## config.mk

```make
export PLATFORM = sky130hd
export DESIGN_NAME = md5_digest_unit
export DESIGN_NICKNAME = d
export VERILOG_FILES = /design/src/rtl/md5d_pkg.sv /design/src/rtl/md5d_block_ram.sv /design/src/rtl/md5d_round_core.sv /design/src/rtl/md5_digest_unit.sv
export SDC_FILE = /design/constraint.sdc
export NUM_CORES = 2
export LEC_CHECK = 0
export BUFFER_PORTS_ARGS = -buffer_cell sky130_fd_sc_hd__buf_2
export CORE_ASPECT_RATIO = 1.1
export CORE_MARGIN = 5
export CORE_UTILIZATION = 40
export CTS_CLUSTER_DIAMETER = 150
export DETAILED_ROUTE_END_ITERATION = 10
export GPL_TIMING_DRIVEN = 1
export SYNTH_ARGS = -nofsm -noshare
export SYNTH_HDL_FRONTEND = slang
export SYNTH_HIERARCHICAL = 1
export SYNTH_SLANG_ARGS = --single-unit
```

## constraint.sdc

```tcl
create_clock -name clock -period 11.3 [get_ports clock]
set_input_delay 1.13 -clock clock [delete_from_list [all_inputs] [get_ports clock]]
set_output_delay 1.13 -clock clock [all_outputs]
set_load 0.03 [all_outputs]
```

## src/rtl/md5d_pkg.sv

```systemverilog
package md5d_pkg;

   typedef struct packed {
      logic [7:0] msg_byte;
      logic       has_byte;
      logic       is_last;
   } req_type;

   typedef struct packed {
      logic [63:0] digest_part;
      logic        part_is_last;
   } rsp_type;

   localparam logic [31:0] INIT_A = 32'h67452301;
   localparam logic [31:0] INIT_B = 32'hefcdab89;
   localparam logic [31:0] INIT_C = 32'h98badcfe;
   localparam logic [31:0] INIT_D = 32'h10325476;
   localparam logic [7:0]  PAD_BYTE = 8'h80;

   function automatic logic [31:0] round_add(input logic [5:0] r);
      logic [31:0] k;
      case (r)
         6'd0: k = 32'hd76aa478;  6'd1: k = 32'he8c7b756;
         6'd2: k = 32'h242070db;  6'd3: k = 32'hc1bdceee;
         6'd4: k = 32'hf57c0faf;  6'd5: k = 32'h4787c62a;
         6'd6: k = 32'ha8304613;  6'd7: k = 32'hfd469501;
         6'd8: k = 32'h698098d8;  6'd9: k = 32'h8b44f7af;
         6'd10: k = 32'hffff5bb1; 6'd11: k = 32'h895cd7be;
         6'd12: k = 32'h6b901122; 6'd13: k = 32'hfd987193;
         6'd14: k = 32'ha679438e; 6'd15: k = 32'h49b40821;
         6'd16: k = 32'hf61e2562; 6'd17: k = 32'hc040b340;
         6'd18: k = 32'h265e5a51; 6'd19: k = 32'he9b6c7aa;
         6'd20: k = 32'hd62f105d; 6'd21: k = 32'h02441453;
         6'd22: k = 32'hd8a1e681; 6'd23: k = 32'he7d3fbc8;
         6'd24: k = 32'h21e1cde6; 6'd25: k = 32'hc33707d6;
         6'd26: k = 32'hf4d50d87; 6'd27: k = 32'h455a14ed;
         6'd28: k = 32'ha9e3e905; 6'd29: k = 32'hfcefa3f8;
         6'd30: k = 32'h676f02d9; 6'd31: k = 32'h8d2a4c8a;
         6'd32: k = 32'hfffa3942; 6'd33: k = 32'h8771f681;
         6'd34: k = 32'h6d9d6122; 6'd35: k = 32'hfde5380c;
         6'd36: k = 32'ha4beea44; 6'd37: k = 32'h4bdecfa9;
         6'd38: k = 32'hf6bb4b60; 6'd39: k = 32'hbebfbc70;
         6'd40: k = 32'h289b7ec6; 6'd41: k = 32'heaa127fa;
         6'd42: k = 32'hd4ef3085; 6'd43: k = 32'h04881d05;
         6'd44: k = 32'hd9d4d039; 6'd45: k = 32'he6db99e5;
         6'd46: k = 32'h1fa27cf8; 6'd47: k = 32'hc4ac5665;
         6'd48: k = 32'hf4292244; 6'd49: k = 32'h432aff97;
         6'd50: k = 32'hab9423a7; 6'd51: k = 32'hfc93a039;
         6'd52: k = 32'h655b59c3; 6'd53: k = 32'h8f0ccc92;
         6'd54: k = 32'hffeff47d; 6'd55: k = 32'h85845dd1;
         6'd56: k = 32'h6fa87e4f; 6'd57: k = 32'hfe2ce6e0;
         6'd58: k = 32'ha3014314; 6'd59: k = 32'h4e0811a1;
         6'd60: k = 32'hf7537e82; 6'd61: k = 32'hbd3af235;
         6'd62: k = 32'h2ad7d2bb; default: k = 32'heb86d391;
      endcase
      return k;
   endfunction

   function automatic logic [4:0] round_rot(input logic [5:0] r);
      logic [4:0] s;
      case ({r[5:4], r[1:0]})
         4'd0: s = 5'd7;   4'd1: s = 5'd12;  4'd2: s = 5'd17;  4'd3: s = 5'd22;
         4'd4: s = 5'd5;   4'd5: s = 5'd9;   4'd6: s = 5'd14;  4'd7: s = 5'd20;
         4'd8: s = 5'd4;   4'd9: s = 5'd11;  4'd10: s = 5'd16; 4'd11: s = 5'd23;
         4'd12: s = 5'd6;  4'd13: s = 5'd10; 4'd14: s = 5'd15; default: s = 5'd21;
      endcase
      return s;
   endfunction

   function automatic logic [3:0] word_sel(input logic [5:0] r);
      logic [3:0] g;
      case (r[5:4])
         2'd0: g = r[3:0];
         2'd1: g = 4'(5 * r[3:0] + 1);
         2'd2: g = 4'(3 * r[3:0] + 5);
         default: g = 4'(7 * r[3:0]);
      endcase
      return g;
   endfunction

   function automatic logic [31:0] swap32(input logic [31:0] x);
      return {x[7:0], x[15:8], x[23:16], x[31:24]};
   endfunction

endpackage

```

## src/rtl/md5d_block_ram.sv

```systemverilog
module md5d_block_ram (
   input  logic        clock,
   input  logic        wr_en,
   input  logic [3:0]  wr_addr,
   input  logic [31:0] wr_data,
   input  logic [3:0]  rd_addr,
   output logic [31:0] rd_data
);
   logic [31:0] mem [16];

   always_ff @(posedge clock) begin
      if (wr_en) begin
         mem[wr_addr] <= wr_data;
      end
      rd_data <= mem[rd_addr];
   end
endmodule

```

## src/rtl/md5d_round_core.sv

```systemverilog
module md5d_round_core (
   input  logic         clock,
   input  logic         reset,
   input  logic         start,
   input  logic         restart,
   input  logic [31:0]  word_data,
   output logic [3:0]   word_addr,
   output logic         busy,
   output logic [127:0] chain
);
   import md5d_pkg::*;

   logic [31:0] a_ff, b_ff, c_ff, d_ff, a_in, b_in, c_in, d_in;
   logic [31:0] h_ff [4];
   logic [6:0]  cnt_ff, cnt_in;
   logic        run_ff, run_in, fin_ff;
   logic [5:0]  r;
   logic [31:0] f, sum, rot;
   logic [5:0]  rd_r;

   assign r = cnt_ff[5:0] - 6'd1;
   assign rd_r = run_ff ? cnt_ff[5:0] : 6'd0;
   assign word_addr = word_sel(rd_r);
   assign busy = run_ff | fin_ff;
   assign chain = {h_ff[0], h_ff[1], h_ff[2], h_ff[3]};

   always_comb begin
      case (r[5:4])
         2'd0: f = (b_ff & c_ff) | (~b_ff & d_ff);
         2'd1: f = (d_ff & b_ff) | (~d_ff & c_ff);
         2'd2: f = b_ff ^ c_ff ^ d_ff;
         default: f = c_ff ^ (b_ff | ~d_ff);
      endcase
      sum = a_ff + f + round_add(r) + word_data;
      rot = (sum << round_rot(r)) | (sum >> (6'd32 - {1'b0, round_rot(r)}));
      a_in = a_ff; b_in = b_ff; c_in = c_ff; d_in = d_ff;
      cnt_in = cnt_ff; run_in = run_ff;
      if (start) begin
         a_in = h_ff[0]; b_in = h_ff[1]; c_in = h_ff[2]; d_in = h_ff[3];
         cnt_in = 7'd0; run_in = 1'b1;
      end else if (run_ff) begin
         cnt_in = cnt_ff + 7'd1;
         if (cnt_ff != 7'd0) begin
            a_in = d_ff; d_in = c_ff; c_in = b_ff; b_in = b_ff + rot;
         end
         if (cnt_ff == 7'd64) begin
            run_in = 1'b0;
         end
      end
   end

   always_ff @(posedge clock) begin
      if (reset) begin
         run_ff <= 1'b0;
         fin_ff <= 1'b0;
         cnt_ff <= 7'd0;
         h_ff[0] <= INIT_A; h_ff[1] <= INIT_B; h_ff[2] <= INIT_C; h_ff[3] <= INIT_D;
      end else begin
         run_ff <= run_in;
         cnt_ff <= cnt_in;
         fin_ff <= run_ff & (cnt_ff == 7'd64);
         if (restart) begin
            h_ff[0] <= INIT_A; h_ff[1] <= INIT_B; h_ff[2] <= INIT_C; h_ff[3] <= INIT_D;
         end else if (fin_ff) begin
            h_ff[0] <= h_ff[0] + a_ff; h_ff[1] <= h_ff[1] + b_ff;
            h_ff[2] <= h_ff[2] + c_ff; h_ff[3] <= h_ff[3] + d_ff;
         end
      end
      a_ff <= a_in; b_ff <= b_in; c_ff <= c_in; d_ff <= d_in;
   end

`ifndef ASSERT_OFF
   a_cnt_range: assert property (@(posedge clock) disable iff (reset)
      run_ff |-> cnt_ff <= 7'd64) else $error("round count past end");
   a_fin_after: assert property (@(posedge clock) disable iff (reset)
      fin_ff |-> !run_ff) else $error("finish while running");
   a_no_restart_busy: assert property (@(posedge clock) disable iff (reset)
      restart |-> !run_ff && !fin_ff) else $error("restart during compression");
`endif
endmodule

```

## src/rtl/md5_digest_unit.sv

```systemverilog
// A byte that fills a block holds ready low until its compression (load, all rounds
// and chain update) ends; a last item holds it low until both digest halves go out,
// after one or two compressions, each after padding writes to the rest of its block.
// Throughput: one byte per cycle inside a block while no compression runs, set by the
// one-round-per-cycle compression and the single block memory write port.
// Reset is synchronous and active high; it restores the initial chain and zero length.
module md5_digest_unit (
   input  logic               clock,
   input  logic               reset,
   input  logic               req_valid,
   output logic               req_ready,
   input  md5d_pkg::req_type  req_data,
   output logic               rsp_valid,
   input  logic               rsp_ready,
   output md5d_pkg::rsp_type  rsp_data
);
   import md5d_pkg::*;

   localparam logic [2:0] ST_IDLE = 3'd0;
   localparam logic [2:0] ST_PAD  = 3'd1;
   localparam logic [2:0] ST_COMP = 3'd2;
   localparam logic [2:0] ST_WAIT = 3'd3;
   localparam logic [2:0] ST_OUT0 = 3'd4;
   localparam logic [2:0] ST_OUT1 = 3'd5;

   logic [2:0]  st_ff, st_in;
   logic [63:0] total_ff, total_in;
   logic [31:0] word_ff, word_in;
   logic [5:0]  pos_ff, pos_in;
   logic        last_ff, last_in, two_ff, two_in;
   logic        wr_en, start, restart, busy, acc;
   logic [3:0]  wr_addr, rd_addr;
   logic [31:0] wr_data, rd_data, pad_word;
   logic [127:0] chain;
   logic [63:0] bits;
   logic [5:0]  bpos;

   md5d_block_ram u_ram (.clock, .wr_en, .wr_addr, .wr_data, .rd_addr, .rd_data);
   md5d_round_core u_core (.clock, .reset, .start, .restart, .word_data(rd_data),
      .word_addr(rd_addr), .busy, .chain);

   assign acc = req_valid & req_ready;
   assign req_ready = (st_ff == ST_IDLE) & !busy;
   assign rsp_valid = (st_ff == ST_OUT0) | (st_ff == ST_OUT1);
   assign rsp_data.part_is_last = (st_ff == ST_OUT1);
   assign rsp_data.digest_part = (st_ff == ST_OUT1) ?
      {swap32(chain[63:32]), swap32(chain[31:0])} :
      {swap32(chain[127:96]), swap32(chain[95:64])};
   assign bpos = total_ff[5:0];
   assign bits = {total_ff[60:0], 3'b000};

   always_comb begin
      st_in = st_ff; total_in = total_ff; word_in = word_ff; pos_in = pos_ff;
      last_in = last_ff; two_in = two_ff;
      wr_en = 1'b0; wr_addr = bpos[5:2]; wr_data = word_ff; start = 1'b0; restart = 1'b0;
      pad_word = word_ff;
      case (st_ff)
         ST_IDLE: begin
            if (acc) begin
               word_in = word_ff;
               pos_in = bpos;
               if (req_data.has_byte) begin
                  case (bpos[1:0])
                     2'd0: word_in = {24'd0, req_data.msg_byte};
                     2'd1: word_in[15:8] = req_data.msg_byte;
                     2'd2: word_in[23:16] = req_data.msg_byte;
                     default: word_in[31:24] = req_data.msg_byte;
                  endcase
                  wr_en = 1'b1; wr_addr = bpos[5:2]; wr_data = word_in;
                  total_in = total_ff + 64'd1;
                  pos_in = bpos + 6'd1;
                  if (bpos == 6'd63) begin
                     start = 1'b1;
                  end
               end
               if (req_data.is_last) begin
                  last_in = 1'b1;
                  two_in = (pos_in >= 6'd56);
                  st_in = (bpos == 6'd63 && req_data.has_byte) ? ST_WAIT : ST_PAD;
               end
            end
         end
         ST_WAIT: begin
            if (!busy) begin
               st_in = ST_PAD;
            end
         end
         ST_PAD: begin
            // Pad byte if due, then zero words; the last block ends in the bit length.
            case (pos_ff[1:0])
               2'd0: pad_word = {24'd0, PAD_BYTE};
               2'd1: pad_word = {16'd0, PAD_BYTE, word_ff[7:0]};
               2'd2: pad_word = {8'd0, PAD_BYTE, word_ff[15:0]};
               default: pad_word = {PAD_BYTE, word_ff[23:0]};
            endcase
            wr_en = 1'b1;
            wr_addr = pos_ff[5:2];
            wr_data = (last_ff) ? pad_word : 32'd0;
            if (!two_ff && pos_ff[5:2] == 4'd14) wr_data = last_ff ? pad_word : bits[31:0];
            if (!two_ff && pos_ff[5:2] == 4'd15) wr_data = bits[63:32];
            last_in = 1'b0;
            pos_in = {pos_ff[5:2] + 4'd1, 2'b00};
            if (pos_ff[5:2] == 4'd15) begin
               st_in = ST_COMP;
               start = 1'b1;
            end
         end
         ST_COMP: begin
            if (!busy) begin
               if (two_ff) begin
                  two_in = 1'b0;
                  pos_in = 6'd0;
                  st_in = ST_PAD;
               end else begin
                  st_in = ST_OUT0;
               end
            end
         end
         ST_OUT0: begin
            if (rsp_ready) st_in = ST_OUT1;
         end
         ST_OUT1: begin
            if (rsp_ready) begin
               st_in = ST_IDLE;
               restart = 1'b1;
               total_in = 64'd0;
            end
         end
         default: st_in = ST_IDLE;
      endcase
   end

   always_ff @(posedge clock) begin
      if (reset) begin
         st_ff <= ST_IDLE;
         total_ff <= 64'd0;
         last_ff <= 1'b0;
         two_ff <= 1'b0;
      end else begin
         st_ff <= st_in;
         total_ff <= total_in;
         last_ff <= last_in;
         two_ff <= two_in;
      end
      word_ff <= word_in;
      pos_ff <= pos_in;
   end

`ifndef ASSERT_OFF
   a_ready_idle: assert property (@(posedge clock) disable iff (reset)
      req_ready |-> st_ff == ST_IDLE) else $error("ready outside idle");
   a_out_order: assert property (@(posedge clock) disable iff (reset)
      (st_ff == ST_OUT1) |-> $past(st_ff) == ST_OUT0 || $past(st_ff) == ST_OUT1)
      else $error("second half without first");
   a_no_rsp_busy: assert property (@(posedge clock) disable iff (reset)
      rsp_valid |-> !busy) else $error("digest shown during compression");
`endif
endmodule
```

# ---- After elaboration in Yosys (flattened, before gate mapping)
# Memories as Yosys holds them, arrays and structs flattened. A register that Yosys moved wholly into a read port is not among the register bits.
# Cells that the tools add are included.
dict set report totals {
  regBits 244
  ram_bits 640
  rom_bits 2208
  inputBits 14
  output_inout_bits 67
  elab_cells 206
  mem_count 5
}
# memory depth width rd rd_clocked_by_memory_dff write_ports line
set memory_table {}
lappend memory_table {{(name not given)} 64 32 1 0 0 md5d_pkg.sv:22} ;# case (r)
lappend memory_table {u_ram.mem 16 32 1 1 1 md5d_block_ram.sv:9} ;# logic [31:0] mem [16];
lappend memory_table {u_core.h_ff 4 32 4 0 4 md5d_round_core.sv:14} ;# logic [31:0] h_ff [4];
lappend memory_table {{(name not given)} 16 5 1 0 0 md5d_pkg.sv:61} ;# case ({r[5:4], r[1:0]})
lappend memory_table {{(name not given)} 16 5 1 0 0 md5d_pkg.sv:61}
dict set report classes {
  addsub 16
  n_mul 3
  order_cmp 1
  n_eq_ne 26
  shift 2
  n_mux 89
  bitwise 26
  reduce_logical 25
}
# operator n
set op_table {}
lappend op_table {{32-bit two-way mux} 26}
lappend op_table {{32-bit adder} 8}
lappend op_table {{64-bit two-way mux} 4}
lappend op_table {{32-bit one-hot mux with 3 select lines} 2}
lappend op_table {{32-bit bitwise AND} 4}
lappend op_table {{32-bit bitwise OR} 4}
lappend op_table {{64-bit one-hot mux with 2 select lines} 1}
lappend op_table {{32-bit bitwise XOR} 3}
lappend op_table {{64-bit by 1-bit adder with 64-bit output, second input constant} 1}
lappend op_table {{32-bit inverter} 2}
lappend op_table {{32-bit one-hot mux with 2 select lines} 1}
lappend op_table {{8-bit one-hot mux with 2 select lines} 3}
lappend op_table {{6-bit two-way mux} 7}
lappend op_table {{32-bit by 5-bit left shift with 32-bit output} 1}
lappend op_table {{32-bit by 6-bit >> shifter with 32-bit output} 1}
lappend op_table {{1-bit two-way mux} 27}
lappend op_table {{3-bit two-way mux} 8}
lappend op_table {{2-bit inequality test, second input constant} 9}
lappend op_table {{3-bit one-hot mux with 6 select lines} 1}
lappend op_table {{6-bit one-hot mux with 3 select lines} 1}
lappend op_table {{4-bit one-hot mux with 3 select lines} 1}
lappend op_table {{4-bit AND reduction} 3}
lappend op_table {{1-bit bitwise OR} 10}
lappend op_table {{2-bit nonzero test} 5}
lappend op_table {{other kinds (32)} 55}

# ---- Depth between registers and ports, before layout
dict set report logic_depth {
  word_depth 13
  depth_mapped 46
  ltp_nobuf 41
}

# ---- Cells and area by module
# Netlist, hierarchy kept.
# module n_inst cells_each area_each_um2 seq_area_each_um2
set by_module_without_submodules {}
lappend by_module_without_submodules {md5d_round_core 1 3559 29308.1 7547.2}
lappend by_module_without_submodules {md5d_block_ram 1 838 19835.3 16015.4}
lappend by_module_without_submodules {md5_digest_unit 1 776 6982.9 2462.4}

# ---- Least setup slack after synthesis
# Ideal clock, no wire load.
dict set report synth_timing {
  path_kind {reg-to-reg}
  start {reg u_core.cnt_ff[0]}
  end {reg u_core.b_ff[28] (data pin)}
  setup_ns 0.260
  arrival_time_ns 10.057
  required_ns 11.040
  slack_ns 0.983
  path_stages_with_launch 46
  path_buffers 5
  synth_period_minus_slack_ns 10.317
  path_cell_list {dfxtp_1 clkbuf_1 inv_1 clkbuf_1 ha_1 buf_4 or3b_4 xnor2_4 clkbuf_1 clkbuf_1 nand2_1 a221oi_1 a21oi_1 o31ai_1 fa_1 fa_1 inv_1 ha_1 [10 not listed] mux2i_1 nand3_1 o211ai_1 o221ai_1 ha_1 fa_1 a21o_1 a21oi_1 o21bai_1 a21oi_1 o21ai_1 o41ai_1 o211ai_1 nand3_1 o31ai_1 o31ai_1 xnor2_1 mux2_2}
}
dict set report synth_between {
  word_cells_on_any_way 19
  classes_between {add/sub (6); eq/ne (2); shift (2); mux (4); bitwise (1); reduce/logical (1); memory (3)}
}
# item line
set synth_rtl {}
lappend synth_rtl {{from (decl)} md5d_round_core.sv:15} ;# logic [6:0] cnt_ff, cnt_in;
lappend synth_rtl {{from (signal assigned)} md5d_round_core.sv:60} ;# cnt_ff <= cnt_in;
lappend synth_rtl {{6-bit by 1-bit subtractor with 6-bit output *} md5d_round_core.sv:21} ;# assign r = cnt_ff[5:0] - 6'd1;
lappend synth_rtl {{named net u_core.r[0]} md5d_round_core.sv:17} ;# logic [5:0] r;
lappend synth_rtl {{memory 64 x 32 bit} -}
lappend synth_rtl {{32-bit adder (2 in series)} md5d_round_core.sv:34} ;# sum = a_ff + f + round_add(r) + word_data;
lappend synth_rtl {{32-bit by 6-bit >> shifter with 32-bit output / 32-bit by 5-bit left shift with 32-bit output (equally long branches)} md5d_round_core.sv:35} ;# rot = (sum << round_rot(r)) | (sum >> (6'd32 - {1'b0, round_rot(r)}));
lappend synth_rtl {{32-bit bitwise OR *} md5d_round_core.sv:35}
lappend synth_rtl {{32-bit adder *} md5d_round_core.sv:44} ;# a_in = d_ff; d_in = c_ff; c_in = b_ff; b_in = b_ff + rot;
lappend synth_rtl {{32-bit two-way mux *} md5d_round_core.sv:43} ;# if (cnt_ff != 7'd0) begin
lappend synth_rtl {{32-bit two-way mux *} md5d_round_core.sv:41} ;# end else if (run_ff) begin
lappend synth_rtl {{32-bit two-way mux *} md5d_round_core.sv:38} ;# if (start) begin
lappend synth_rtl {{named net u_core.b_in[28]} md5d_round_core.sv:13} ;# logic [31:0] a_ff, b_ff, c_ff, d_ff, a_in, b_in, c_in, d_in;
lappend synth_rtl {{to (signal assigned)} md5d_round_core.sv:69} ;# a_ff <= a_in; b_ff <= b_in; c_ff <= c_in; d_ff <= d_in;
lappend synth_rtl {{to (decl)} md5d_round_core.sv:13}
# Mark *: on every way through the listed nets, which the timed path passes. The rest lies on a longest branch. The select of a mux whose other input is x is not followed.
# A chain may end at the register's enable or synchronous reset.

# ---- Worst setup path in the final report
dict set report layout_timing {
  start {reg u_core.cnt_ff[0]}
  end {reg u_core.b_ff[28] (data pin)}
}
dict set report layout_between {
  elab_chain_len 12
  word_cells_on_any_way 19
  classes_between {add/sub (6); eq/ne (2); shift (2); mux (4); bitwise (1); reduce/logical (1); memory (3)}
}
# item line
set layout_rtl {}
lappend layout_rtl {{6-bit by 1-bit subtractor with 6-bit output *} md5d_round_core.sv:21}
lappend layout_rtl {{2-bit == test (tied with other cells)} md5d_round_core.sv:28} ;# case (r[5:4])
lappend layout_rtl {{32-bit one-hot mux with 3 select lines} md5d_round_core.sv:28}
lappend layout_rtl {{32-bit adder (3 in series)} md5d_round_core.sv:34}
lappend layout_rtl {{32-bit by 6-bit >> shifter with 32-bit output / 32-bit by 5-bit left shift with 32-bit output (equally long branches)} md5d_round_core.sv:35}
lappend layout_rtl {{32-bit bitwise OR *} md5d_round_core.sv:35}
lappend layout_rtl {{32-bit adder *} md5d_round_core.sv:44}
lappend layout_rtl {{32-bit two-way mux *} md5d_round_core.sv:43}
lappend layout_rtl {{32-bit two-way mux *} md5d_round_core.sv:41}
lappend layout_rtl {{32-bit two-way mux *} md5d_round_core.sv:38}
lappend layout_rtl {{named net u_core.b_in[28]} md5d_round_core.sv:13}
# Marked as above.

==> flow_metrics.tcl <==
set metrics [dict create \
    critPathBufInv 6 \
    ctsHoldBuffers 0 \
    wirelength_met1_microns 77240 \
    clock_skews_ns 0.05535 \
    critPathTopFamily "compound AO/OA/AOI/OAI gates" \
    place_congestion 0.9948 \
    power.ir.vdd_worst_uv 127.0 \
    reg2reg_setup_slack_ns 0.83 \
    area.sequential_sq_um 26030 \
    path_clk_slew_ns 0.06 \
    final_max_tran_viols 0 \
    grt_first_pass_wirelength_microns 277400 \
    dpl.hpwl_microns 133000 \
    finalInstanceArea_sq_um 62900 \
    clock_latency_ns 0.73 \
    timing.critical_path.to_type "flip-flop" \
    timing.hold.worst.class "flip-flop to flip-flop" \
    post-cts-setup-buffer-count 0 \
    core_region_area_sq_um 139800 \
    synth_top_cell_by_area "sky130_fd_sc_hd__edfxtp_1" \
    first_global_vias 42450 \
    status "finished clean" \
    power_per_cell_area_nw_per_um2 221.5 \
    route.detailed.drc 0 \
    critical-path-max-stage-delay_ns 0.61 \
    cts_buffers 98 \
    synth_area_leaders "sky130_fd_sc_hd__edfxtp_1, sky130_fd_sc_hd__mux4_2, sky130_fd_sc_hd__dfxtp_1" \
    synthCells 5173 \
    cap_viol_max_count 0 \
    achievable-frequency_ghz 0.09552 \
    worst_slew_pin_slew_ns 1.201 \
    number_of_distinct_library_cells_after_synthesis 102 \
    worst-path-max-fanout 46 \
    flow.area_growth_from_synthesis_pct 12.07 \
    fill_cells 12960 \
    period_share 0.9265 \
    worst_hold_startpoint "total_ff[44]" \
    cpMostUsedCell "sky130_fd_sc_hd__buf_4" \
    met2RoutedLength_microns 89360 \
    die_width_microns 367.2 \
    r2r_start "u_core/cnt_ff[0]" \
    mappedNetlistArea_sq_um 56130 \
    critical_path.startpoint_type "flip-flop" \
    relSlewSlack 0.1986 \
    setup_slack_ns 0.8305 \
    mappedNetlistNets 5475 \
    fp.dieArea_sq_um 147900 \
    dpl_worst_slack_ns 1.088 \
    slowest_stage "sky130_fd_sc_hd__nor3_1" \
    globalRouteTotalUtil 0.2459 \
    num_io_pins 81 \
    synth_warnings 6 \
    crit-reg2reg-capture "u_core/b_ff[28]" \
    initial_antenna_violation_count 7 \
    power.static_leakage_uw 0.02221 \
    synth_enable_flop_cells 774 \
    drt-vias-per-instance 6.144 \
    drt_pass1_iterations 7 \
    holdPathEnd "total_ff[44]" \
    wl_microns 188500 \
    worstSetupPathType "flip-flop to flip-flop" \
    worstHoldPathCells 2 \
    finalWorstPathRequiredPeriod_ns 10.47 \
    drc_marker_count_from_the_first_detailed_route_iteration 4820 \
    effective_utilization_at_floorplan 0.4014 \
    yosys_register_bits 913 \
    htreeDepth 3 \
    post_route_cells_drive_above_1_share 0.1582 \
    synth_async_sr_flop_share 0 \
    mostFrequentLayoutCell "sky130_fd_sc_hd__edfxtp_1" \
    setup_repair_after_global_routing_missed_its_margin "false" \
    highest_layer "met4" \
    met3WireLength_microns 12790 \
    tritoncts_clock_tree "done" \
    synth_top_cell_area_share 0.4141 \
    clk_path_buf_depth 3 \
    final_nets 5557 \
    fp-row-count 144 \
    finalSetupViolCount 0 \
    cts.sinks 913 \
    num_vias 44050 \
    finalHoldViolCount 0 \
    die-height_microns 402.9 \
    clk_root_buffer_cell "sky130_fd_sc_hd__clkbuf_16" \
    postRouteAntennaNets 0 \
    seq_area_frac_synth 0.4637 \
    totalNegativeSetupSlack_ns 0 \
    post_cts_resize_count 0 \
    grt_overflow 0 \
    placed_area_sq_um 59420 \
    detail_route.wl_per_cell_microns 26.29 \
    combined_area_of_the_multi_input_logic_cells_sq_um 28340 \
    most_frequent_cells_in_the_layout "sky130_fd_sc_hd__edfxtp_1, sky130_fd_sc_hd__nand2_1, sky130_fd_sc_hd__nor2_1, sky130_fd_sc_hd__a21oi_1, sky130_fd_sc_hd__o21ai_0" \
    syn_area_per_cell_sq_um 10.85 \
    synth_top_flop_cell "sky130_fd_sc_hd__edfxtp_1" \
    grt_max_degree 88 \
    arrival_ns 10.90 \
    timing.critical_path.required_ns 11.73 \
    numPortBuffers 80 \
    reg2reg_depth 41 \
]
stage by stage:
stage,utilization,power [uW],std cells,hold WS [ns]
6_report,0.4499,13930,7169,0.4825
5_1_grt,0.4498,14680,7166,0.5121
4_1_cts,0.4498,13910,7166,0.4840
3_5_place_dp,0.4250,10450,6980,0.4745
3_3_place_gp,0.4250,10440,6980,0.4615
2_1_floorplan,-,8260,5173,0.4519
tightest hold or removal path, cell delays in order, from the launching register on:
cell and delay [ns]:
sky130_fd_sc_hd__dfxtp_1 0.32, sky130_fd_sc_hd__o31ai_1 0.06, sky130_fd_sc_hd__a21oi_1 0.06
kinds of logic after synthesis:
kind of cell | synth area share
AO/OA/AOI/OAI | 0.1664
AND/OR/NAND/NOR | 0.1155
flip-flops | 0.4637
buffers and inverters | 0.03605
multiplexers | 0.1023
adder cells (fa/ha/maj) | 0.07357
XOR/XNOR | 0.04240
worst max-delay path by stage:
stage                     startpoint               to  slack (ns)  cells after the start
floorplan           u_core/cnt_ff[0]  u_core/b_ff[28]        0.98                     45
global placement    u_core/cnt_ff[1]  u_core/b_ff[31]        1.14                     39
detailed placement  u_core/cnt_ff[0]  u_core/b_ff[28]        1.09                     40
CTS                 u_core/cnt_ff[0]  u_core/b_ff[28]        1.02                     41
global route        u_core/cnt_ff[1]  u_core/b_ff[31]        0.34                     40
finish              u_core/cnt_ff[0]  u_core/b_ff[28]        0.83                     41
layout make-up:
type	instances	share of cell area
antenna	3	0.0001194
clock buffer	127	0.04267
clock inverter	59	0.01261
inverter	216	0.01291
multi-input combinational	3748	0.4506
sequential	913	0.4138
tap	1825	0.03630
timing repair buffer	278	0.03099
cells in the mapped netlist, types with 27 or more instances:
master                     count
sky130_fd_sc_hd__o221ai_1     27
sky130_fd_sc_hd__nor2_1      430
sky130_fd_sc_hd__edfxtp_1    774
sky130_fd_sc_hd__nor2b_1      42
sky130_fd_sc_hd__a221o_1      48
sky130_fd_sc_hd__nand2b_1     40
sky130_fd_sc_hd__buf_1        39
sky130_fd_sc_hd__dfxtp_1     139
sky130_fd_sc_hd__a22oi_1      81
sky130_fd_sc_hd__a211oi_1     88
sky130_fd_sc_hd__o21ai_0     274
sky130_fd_sc_hd__nand3_1     103
sky130_fd_sc_hd__a31oi_1      72
sky130_fd_sc_hd__xnor2_1     172
sky130_fd_sc_hd__inv_1       211
sky130_fd_sc_hd__nor3_1      101
sky130_fd_sc_hd__ha_1        218
sky130_fd_sc_hd__nand2_1     422
sky130_fd_sc_hd__fa_1         70
sky130_fd_sc_hd__and3_1       36
sky130_fd_sc_hd__a21oi_1     350
sky130_fd_sc_hd__xor2_1       89
sky130_fd_sc_hd__o31ai_1      29
sky130_fd_sc_hd__o211ai_1     36
sky130_fd_sc_hd__o22ai_1      57
sky130_fd_sc_hd__mux2_2      179
sky130_fd_sc_hd__o21a_1       68
sky130_fd_sc_hd__a21o_1       79
sky130_fd_sc_hd__clkbuf_1    218
sky130_fd_sc_hd__mux4_2      137
sky130_fd_sc_hd__mux2i_1      62
sky130_fd_sc_hd__o21bai_1     28
sky130_fd_sc_hd__or3_1        43
registers in the layout, summed over array words and instances (netlist names), 3 cells and up:
name / flops
word_ff: 32
u_core/cnt_ff: 7
pos_ff: 6
st_ff: 3
u_core/b_ff: 32
u_core/a_ff: 32
u_core/c_ff: 32
u_core/h_ff: 128
total_ff: 61
u_ram/rd_data: 32
u_ram/mem: 512
u_core/d_ff: 32
power by group:
group          switching [uW]  internal [uW]  total (uW)
clock                    1420           2020        3440
sequential                106           4280        4380
combinational            3670           2450        6110
total                    5190           8740       13900
per-layer routing:
layer / global-route usage / vias up
li1: - / 19760
met4: 0.1007 / 0
met1: 0.3248 / 22050
met2: 0.4094 / 1867
met3: 0.03383 / 377
met5: 0 / -
(Power assumes the default switching activity.)
